--- config.mk ---
export PLATFORM = sky130hd
export DESIGN_NAME = base64_stream_decoder
export DESIGN_NICKNAME = d
export VERILOG_FILES = /design/src/design/b64_pkg.sv /design/src/design/base64_stream_decoder.sv /design/src/design/b64_sextet_map.sv /design/src/design/b64_group_core.sv
export SDC_FILE = /design/constraint.sdc
export NUM_CORES = 1
export LEC_CHECK = 0
export BUFFER_PORTS_ARGS = -buffer_cell sky130_fd_sc_hd__buf_2
export CAP_MARGIN = 15
export CORE_MARGIN = 2
export CORE_UTILIZATION = 60
export CTS_BUF_LIST = sky130_fd_sc_hd__clkbuf_16
export CTS_CLUSTER_DIAMETER = 80
export DETAILED_ROUTE_END_ITERATION = 7
export GPL_TIMING_DRIVEN = 0
export PLACE_DENSITY = 0.83
export SYNTH_ARGS = -nofsm -noshare
export SYNTH_HDL_FRONTEND = slang
export SYNTH_SLANG_ARGS = --single-unit
--- constraint.sdc ---
create_clock -name clk -period 14.06 [get_ports clk]
set_clock_uncertainty 0.1 [all_clocks]
set_input_delay 3.515 -clock clk [delete_from_list [all_inputs] [get_ports clk]]
set_output_delay 3.515 -clock clk [all_outputs]
set_load 0.005 [all_outputs]
--- src/design/b64_pkg.sv ---
// Shared types and constants for the base64 stream decoder.
package b64_pkg;

    localparam logic [7:0] PAD_CHAR     = 8'h3D;
    localparam logic [7:0] CHAR_UPPER_A = 8'h41;
    localparam logic [7:0] CHAR_UPPER_Z = 8'h5A;
    localparam logic [7:0] CHAR_LOWER_A = 8'h61;
    localparam logic [7:0] CHAR_LOWER_Z = 8'h7A;
    localparam logic [7:0] CHAR_DIGIT_0 = 8'h30;
    localparam logic [7:0] CHAR_DIGIT_9 = 8'h39;
    localparam logic [7:0] CHAR_PLUS    = 8'h2B;
    localparam logic [7:0] CHAR_SLASH   = 8'h2F;
    localparam logic [7:0] CHAR_TAB     = 8'h09;
    localparam logic [7:0] CHAR_LF      = 8'h0A;
    localparam logic [7:0] CHAR_VT      = 8'h0B;
    localparam logic [7:0] CHAR_FF      = 8'h0C;
    localparam logic [7:0] CHAR_CR      = 8'h0D;
    localparam logic [7:0] CHAR_SPACE   = 8'h20;

    localparam logic [5:0] OFS_LOWER    = 6'h1A;
    localparam logic [5:0] OFS_DIGIT    = 6'h34;
    localparam logic [5:0] SEXTET_PLUS  = 6'h3E;
    localparam logic [5:0] SEXTET_SLASH = 6'h3F;

    localparam logic [1:0] POS_THIRD = 2'd2;
    localparam logic [1:0] POS_LAST  = 2'd3;

    typedef enum logic [1:0] {
        CLS_DATA,
        CLS_SPACE,
        CLS_PAD,
        CLS_BAD
    } char_class_t;

    typedef struct packed {
        char_class_t cls;
        logic [5:0]  sextet;
    } char_info_t;

    typedef struct packed {
        logic [15:0] total_bytes;
        logic        stream_done;
        logic        bad_input;
        logic [1:0]  byte_count;
        logic [7:0]  out_byte2;
        logic [7:0]  out_byte1;
        logic [7:0]  out_byte0;
    } result_t;

endpackage

--- src/design/base64_stream_decoder.sv ---
// Base64 stream decoder top level: input register, decode step, result register.
//
// Input channel s_*: one character per beat in s_tdata[7:0]; s_tlast marks the
// last character of a stream. Output channel m_*: one result per finished group,
// per first error of a stream and per end-of-stream character. m_tdata carries
// the three decoded bytes, the valid byte count and the running byte total;
// m_tuser is the sticky error flag and m_tlast marks the end-of-stream result.
// Characters that produce no result (whitespace, partial groups) are absorbed.
// Throughput is one character per cycle unless a low m_tready stalls the output; a
// character accepted is held in the input register and its result, if any, is then
// written to the output register. The single decode step (class lookup, sextet shift,
// byte-total add) lies between the two registers.
// When m_tready is low with a result waiting, the input register still takes
// one more beat and then holds it; s_tready falls until the result is taken.
// Reset clears the group state, the error flag, the byte total and both valid
// flags; the block is ready for a new stream straight after reset.
module base64_stream_decoder
    import b64_pkg::*;
#(
    parameter int COUNT_BITS = 16
)
(
    input  logic        clk,
    input  logic        rst_n,
    input  logic        s_tvalid,
    output logic        s_tready,
    input  logic [7:0]  s_tdata,   // [7:0] char_code
    input  logic        s_tlast,   // end_of_stream
    output logic        m_tvalid,
    input  logic        m_tready,
    output logic [47:0] m_tdata,   // out_byte0, out_byte1, out_byte2, byte_count,
                                   // total_bytes, zero fill
    output logic        m_tuser,   // bad_input
    output logic        m_tlast    // stream_done
);

    localparam int CNT_W = (COUNT_BITS < 16) ? COUNT_BITS : 16;

    logic       in_valid_reg, in_valid_next;
    logic [7:0] in_char_reg, in_char_next;
    logic       in_last_reg, in_last_next;
    logic       out_valid_reg, out_valid_next;
    result_t    out_res_reg, out_res_next;

    logic       advance;
    logic       emit;
    char_info_t info;
    result_t    res;

    assign advance  = in_valid_reg && (!out_valid_reg || m_tready);
    assign s_tready = !in_valid_reg || advance;

    b64_sextet_map u_map
    (
        .char_code (in_char_reg),
        .info      (info)
    );

    b64_group_core #(
        .CNT_W (CNT_W)
    ) u_core
    (
        .clk    (clk),
        .rst_n  (rst_n),
        .step   (advance),
        .info   (info),
        .eos    (in_last_reg),
        .emit   (emit),
        .result (res)
    );

    always_comb
    begin
        in_valid_next = in_valid_reg;
        in_char_next = in_char_reg;
        in_last_next = in_last_reg;
        if (s_tready)
        begin
            in_valid_next = s_tvalid;
            in_char_next = s_tdata;
            in_last_next = s_tlast;
        end
    end

    always_comb
    begin
        out_valid_next = out_valid_reg;
        out_res_next = out_res_reg;
        if (advance)
        begin
            out_valid_next = emit;
            out_res_next = res;
        end
        else if (m_tready)
        begin
            out_valid_next = 1'b0;
        end
    end

    always_ff @(posedge clk or negedge rst_n)
    begin
        if (!rst_n)
        begin
            in_valid_reg <= 1'b0;
            out_valid_reg <= 1'b0;
        end
        else
        begin
            in_valid_reg <= in_valid_next;
            out_valid_reg <= out_valid_next;
        end
    end

    always_ff @(posedge clk)
    begin
        in_char_reg <= in_char_next;
        in_last_reg <= in_last_next;
        out_res_reg <= out_res_next;
    end

    assign m_tvalid = out_valid_reg;
    assign m_tdata  = {6'd0, out_res_reg.total_bytes, out_res_reg.byte_count,
                       out_res_reg.out_byte2, out_res_reg.out_byte1, out_res_reg.out_byte0};
    assign m_tuser  = out_res_reg.bad_input;
    assign m_tlast  = out_res_reg.stream_done;

endmodule

--- src/design/b64_sextet_map.sv ---
// Character classifier: whitespace, pad, alphabet value or invalid.
module b64_sextet_map
    import b64_pkg::*;
(
    input  logic [7:0] char_code,
    output char_info_t info
);

    logic [7:0] diff;

    always_comb
    begin
        diff = 8'd0;
        info.cls = CLS_BAD;
        info.sextet = 6'd0;
        if (char_code >= CHAR_UPPER_A && char_code <= CHAR_UPPER_Z)
        begin
            diff = char_code - CHAR_UPPER_A;
            info.cls = CLS_DATA;
            info.sextet = diff[5:0];
        end
        else if (char_code >= CHAR_LOWER_A && char_code <= CHAR_LOWER_Z)
        begin
            diff = char_code - CHAR_LOWER_A;
            info.cls = CLS_DATA;
            info.sextet = diff[5:0] + OFS_LOWER;
        end
        else if (char_code >= CHAR_DIGIT_0 && char_code <= CHAR_DIGIT_9)
        begin
            diff = char_code - CHAR_DIGIT_0;
            info.cls = CLS_DATA;
            info.sextet = diff[5:0] + OFS_DIGIT;
        end
        else if (char_code == CHAR_PLUS)
        begin
            info.cls = CLS_DATA;
            info.sextet = SEXTET_PLUS;
        end
        else if (char_code == CHAR_SLASH)
        begin
            info.cls = CLS_DATA;
            info.sextet = SEXTET_SLASH;
        end
        else if (char_code == PAD_CHAR)
        begin
            info.cls = CLS_PAD;
        end
        else if (char_code == CHAR_TAB || char_code == CHAR_LF || char_code == CHAR_VT ||
                 char_code == CHAR_FF || char_code == CHAR_CR || char_code == CHAR_SPACE)
        begin
            info.cls = CLS_SPACE;
        end
    end

endmodule

--- src/design/b64_group_core.sv ---
// Group assembly state, padding and error checks, saturating byte total.
module b64_group_core
    import b64_pkg::*;
#(
    parameter int CNT_W = 16
)
(
    input  logic       clk,
    input  logic       rst_n,
    input  logic       step,
    input  char_info_t info,
    input  logic       eos,
    output logic       emit,
    output result_t    result
);

    logic [1:0]       pos_reg, pos_next;
    logic [17:0]      store_reg, store_next;
    logic             tpad_reg, tpad_next;
    logic             err_reg, err_next;
    logic [CNT_W-1:0] total_reg, total_next;

    logic [23:0]      group;
    logic [1:0]       nbytes;
    logic             raise;
    logic [CNT_W:0]   sum;
    logic [1:0]       pos_upd;
    logic [17:0]      store_upd;
    logic             tpad_upd;
    logic [CNT_W-1:0] total_upd;

    always_comb
    begin
        pos_upd = pos_reg;
        store_upd = store_reg;
        tpad_upd = tpad_reg;
        group = 24'd0;
        nbytes = 2'd0;
        raise = 1'b0;
        if (!err_reg)
        begin
            case (info.cls)
                CLS_SPACE:
                begin
                end
                CLS_PAD:
                begin
                    if (pos_reg < POS_THIRD)
                    begin
                        raise = 1'b1;
                    end
                    else if (pos_reg == POS_THIRD)
                    begin
                        store_upd = {store_reg[11:0], 6'd0};
                        tpad_upd = 1'b1;
                        pos_upd = POS_LAST;
                    end
                    else
                    begin
                        group = {store_reg, 6'd0};
                        nbytes = tpad_reg ? 2'd1 : 2'd2;
                        pos_upd = 2'd0;
                        store_upd = 18'd0;
                        tpad_upd = 1'b0;
                    end
                end
                CLS_DATA:
                begin
                    if (pos_reg == POS_LAST && tpad_reg)
                    begin
                        raise = 1'b1;
                    end
                    else if (pos_reg == POS_LAST)
                    begin
                        group = {store_reg, info.sextet};
                        nbytes = 2'd3;
                        pos_upd = 2'd0;
                        store_upd = 18'd0;
                        tpad_upd = 1'b0;
                    end
                    else
                    begin
                        store_upd = {store_reg[11:0], info.sextet};
                        pos_upd = pos_reg + 2'd1;
                    end
                end
                default:
                begin
                    raise = 1'b1;
                end
            endcase
            if (!raise && eos && pos_upd == POS_LAST && tpad_upd)
            begin
                raise = 1'b1;
            end
        end
    end

    always_comb
    begin
        sum = {1'b0, total_reg} + (CNT_W + 1)'(nbytes);
        total_upd = sum[CNT_W] ? {CNT_W{1'b1}} : sum[CNT_W-1:0];
    end

    always_comb
    begin
        emit = (nbytes != 2'd0) || raise || eos;
        result.out_byte0 = group[23:16];
        result.out_byte1 = (nbytes >= 2'd2) ? group[15:8] : 8'd0;
        result.out_byte2 = (nbytes == 2'd3) ? group[7:0] : 8'd0;
        result.byte_count = nbytes;
        result.bad_input = err_reg | raise;
        result.stream_done = eos;
        result.total_bytes = 16'(total_upd);
    end

    always_comb
    begin
        pos_next = pos_reg;
        store_next = store_reg;
        tpad_next = tpad_reg;
        err_next = err_reg;
        total_next = total_reg;
        if (step)
        begin
            if (eos)
            begin
                pos_next = 2'd0;
                store_next = 18'd0;
                tpad_next = 1'b0;
                err_next = 1'b0;
                total_next = '0;
            end
            else
            begin
                pos_next = pos_upd;
                store_next = store_upd;
                tpad_next = tpad_upd;
                err_next = err_reg | raise;
                total_next = total_upd;
            end
        end
    end

    always_ff @(posedge clk or negedge rst_n)
    begin
        if (!rst_n)
        begin
            pos_reg <= 2'd0;
            store_reg <= 18'd0;
            tpad_reg <= 1'b0;
            err_reg <= 1'b0;
            total_reg <= '0;
        end
        else
        begin
            pos_reg <= pos_next;
            store_reg <= store_next;
            tpad_reg <= tpad_next;
            err_reg <= err_next;
            total_reg <= total_next;
        end
    end

endmodule

# Word-level counts from Yosys, hierarchy flattened
# Cells that the tools add are included.
[word_totals]
in_bits = 13
register_bits = 93
out_inout_bits = 52
[classes]
addsub = 7
muxes = 54
bitwise = 3
n_lt_le_gt_ge = 8
n_reduce_logical = 28
n_eq_ne = 18
[ops]
columns = ["operator", "n"]
rows = [
  ["$mux 18", 6],
  ["$mux 24", 4],
  ["$pmux 24 s2", 1],
  ["$eq 8x4->1 const B", 5],
  ["$pmux 18 s2", 1],
  ["$eq 8x6->1 const B", 4],
  ["$mux 16", 2],
  ["$mux 2", 16],
  ["$mux 8", 4],
  ["$add 16x2->17", 1],
  ["$ge 8x7->1 const B", 2],
  ["$le 8x7->1 const B", 2],
  ["$mux 1", 15],
  ["$sub 6x6->6 const B", 2],
  ["$eq 2x2->1 const B", 5],
  ["$logic_or 1x1->1", 9],
  ["$ge 8x6->1 const B", 1],
  ["$le 8x6->1 const B", 1],
  ["$logic_and 1x1->1", 8],
  ["$pmux 2 s2", 2],
  ["$add 6x5->6 const B", 1],
  ["$add 6x6->6 const B", 1],
  ["$mux 6", 1],
  ["$ne 3x3->1 const B", 2],
  ["other kinds (17)", 22],
]

# Depth between registers and ports, before layout
[depth]
ltp_word = 25
ltp_mapped = 20
ltp_nobuf = 17

# By module
# A second synthesis with hierarchy kept.
[hier_totals]
hier_cells = 443
area_unflattened_um2 = 4853.4
[by_module_without_submodules]
columns = ["module", "instances", "cells_each", "area_per_inst_um2"]
rows = [
  ["b64_group_core", 1, 289, 2516.2],
  ["base64_stream_decoder", 1, 69, 1729.2],
  ["b64_sextet_map", 1, 85, 608.1],
]

# Worst setup path before layout
# Ideal clock, no wire load.
[synth_path]
path_type = "input -> output"
start = "in m_tready"
end = "out s_tready"
required_time_ns = 10.445
path_slack_ns = 6.547
arrival_time_ns = 3.898
path_stages = 2
path_cell_list = "nor2b_1 -> nand2_1"
[synth_via]
elab_chain_len = 3
[synth_lines]
columns = ["element", "line", "rtl"]
rows = [
  ["start: declaration", "base64_stream_decoder.sv:30", "input logic m_tready,"],
  ["$logic_or 1x1->1", "base64_stream_decoder.sv:50", "assign advance = in_valid_reg && (!out_valid_reg || m_tready);"],
  ["$logic_and 1x1->1", "base64_stream_decoder.sv:50", ""],
  ["$logic_or 1x1->1", "base64_stream_decoder.sv:51", "assign s_tready = !in_valid_reg || advance;"],
  ["end: declaration", "base64_stream_decoder.sv:26", "output logic s_tready,"],
]
# Every way passes these cells.

# Worst setup path in the final report
# Ends and elaborated chain as after synthesis.

==> impl_metrics.yaml <==
status:
  outcome: "completed"
run:
  cap_violations: 0
placement:
  io_buffers: 58
  place.gp.congestion: 0.978
  dp_hpwl_um: 6740
  placed_area_um2: 5230
clock_tree:
  clock_path_buffers: 2
  post_cts_resized: 0
  cts_buffers: 9
  hold_buffers: 0
  cts_tree: "done"
  cts_sinks: 93
  cts_root_buf: "clkbuf_16"
  clock_latency_ns: 0.34
  cts_setup_buffers: 0
  htreeDepth: 3
  clkTransAtPathRegs_ns: 0.06
logic_synthesis:
  synth_xor_area_share_pct: 2.01
  synthCells: 429
  synth_edf_count: 53
  synthAdderAreaFrac_pct: 4.34
  async_reset_ff_share_pct: 43.0
  synth.distinct_cells: 71
  yosys-top-cells-area: "edfxtp_1 (33%), dfrtp_1 (21%), ha_1 (3.9%)"
  ys_ff_latch: 93
  yosysTopAreaCellShare_pct: 33.2
  yosys_warnings: 0
  synth_compound_area_share_pct: 18.5
  yosysTopAreaCell: "edfxtp_1"
  syn_area_um2: 4790
  synth.most_common_cell: "edfxtp_1"
  seq_area_frac_synth_pct: 54.1
  synth_common_cells: "edfxtp_1 (53), dfrtp_1 (40), nand2_1 (29)"
  synth_top_family_by_area: "compound AO/OA/AOI/OAI gates"
  syn_area_per_cell_um2: 11.2
  synthMuxAreaShare_pct: 1.96
  ys.flop_type: "edfxtp_1"
  synthSimpleGateAreaFrac_pct: 14.3
worst_setup_path:
  cp-start-kind: "input pin"
  crit_fanout: 11
  worstSetupPathType: "in2out"
  endpoint_kind: "primary output"
  critPathRequiredTime_ns: 10.44
  reg2regPathDepth: 19
  arrival_ns: 4.29
  rr_endpoint: "m_tdata[28]$_DFFE_PP_"
  r2r_slack_ns: 8.05
  cp-endpoint: "s_tready"
  worstSetupStartpoint: "m_tready"
  r2r_start: "in_char_reg[2]$_DFFE_PP_"
routing:
  drtAntennaViolNets: 0
  num_vias: 3604
  via_per_inst: 5.91
  drtIter0Drc: 244
  drt_pass1_iterations: 5
  wirelength_um: 9760
  drcViolationCount: 0
  wl_per_cell_um: 16.0
layout:
  area_growth_pct: 14.7
  register_area_um2: 2590
  diodes: 0
  n_fill_cell: 580
  final_cell_area_um2: 5490
  multi_input_area_um2: 1990
  fin_nets: 532
  drive_gt1_share_pct: 19.5
  largest_register_ffs: 42
sta:
  hold_slack_ns: 0.396
  final.min_clock_period_ns: 7.91
  drv_slew: 0
  post-route-period-util_pct: 56.2
  relSlewSlack_pct: 31.5
  fmax_mhz: 126
  worst_slew_pin_slew_ns: 1.03
  setup_viol: 0
  tns_ns: 0
  hold_violations: 0
  rsz0062_at_grt: "no"
global_routing:
  grt_pass1_vias: 3320
  antenna_found_initial: 0
  grt.total_usage_pct: 24.1
  grt_max_degree: 52
  grt_pass1_wl_um: 16200
  grt_overflow: 0
power:
  ir_worst_vdd_mv: 0.0762
  power.density_nw_per_um2: 123
  p_leak_nw: 2.38
  power_w: 0.000675
min_path:
  hold_path_class: "reg2reg"
floorplan:
  core_area_um2: 7730
  io_pins: 65
  dieWidth_um: 93.3
  start_util_pct: 62.0
  rows: 32
  die_h_um: 93.3
  design.die.area_um2: 8710
==> layout by cell type, fill, tap and decap left out, types with 16 or more instances in the layout <==
cell | Yosys | layout
and2_1 | 19 | 19
buf_2 | 6 | 64
a22o_1 | 18 | 18
a21oi_1 | 28 | 28
nand2_1 | 29 | 29
dfrtp_1 | 40 | 40
clkbuf_1 | 16 | 16
nor2_1 | 20 | 20
inv_1 | 21 | 21
edfxtp_1 | 53 | 53
==> worst min-delay path by stage <==
stage	start	endpoint	slack, ns	cells after the start
finish	u_core.store_reg[16]$_DFFE_PN0P_	u_core.store_reg[16]$_DFFE_PN0P_	0.40	1
global placement	u_core.store_reg[0]$_DFFE_PN0P_	u_core.store_reg[6]$_DFFE_PN0P_	0.37	1
CTS	u_core.store_reg[0]$_DFFE_PN0P_	u_core.store_reg[6]$_DFFE_PN0P_	0.40	1
floorplan	u_core.store_reg[12]$_DFFE_PN0P_	u_core.store_reg[12]$_DFFE_PN0P_	0.36	1
detailed placement	u_core.store_reg[0]$_DFFE_PN0P_	u_core.store_reg[6]$_DFFE_PN0P_	0.38	1
global route	u_core.store_reg[16]$_DFFE_PN0P_	u_core.store_reg[16]$_DFFE_PN0P_	0.42	1
==> critical path: stages <==
cell,delay [ns]
buf_2,0.09
nor2b_1,0.18
nand2_1,0.28
buf_2,0.23
==> cell families (layout without fill, tap and decap cells) <==
family | Yosys count | count (layout)
xor gates and xnor gates | 11 | 11
and+or+nand+nor | 127 | 127
DFF | 93 | 93
AOI/OAI and AO/OA | 121 | 121
muxes | 9 | 9
buffers and inverters | 51 | 125
adders and majority gates | 16 | 16
other | 1 | 6
==> power breakdown <==
group          internal, W  switching [W]  leakage [nW]  total [W]
registers         0.000320      0.0000144          1.08   0.000335
logic            0.0000428      0.0000786          1.17   0.000121
clock network     0.000118       0.000101         0.127   0.000219
total             0.000482       0.000194          2.38   0.000675
==> through the flow <==
step	instances	util, %	worst slack, ns
floorplan	434	-	6.55
global placement	594	67.6	6.17
detailed placement	594	67.6	6.13
CTS	610	71.1	6.13
global route	610	71.1	5.99
finish	610	71.1	6.15
==> metal layers <==
layer	share of wire, %	track usage (%)
met1	46	35.4
met2	46	36.0
met3	6.0	4.19
met4	2.4	9.68
met5	0	0
==> final cells by class <==
cell class / instances / share of cell area [%]
Buffer: 29 / 2.60
Clock buffer: 9 / 4.10
Clock inverter: 7 / 0.752
Inverter: 22 / 1.50
Multi-Input combinational cell: 290 / 36.2
Sequential cell: 93 / 47.2
Tap cell: 102 / 2.32
Timing Repair Buffer: 58 / 5.28
Note: power is estimated with default switching activity, not from simulation.
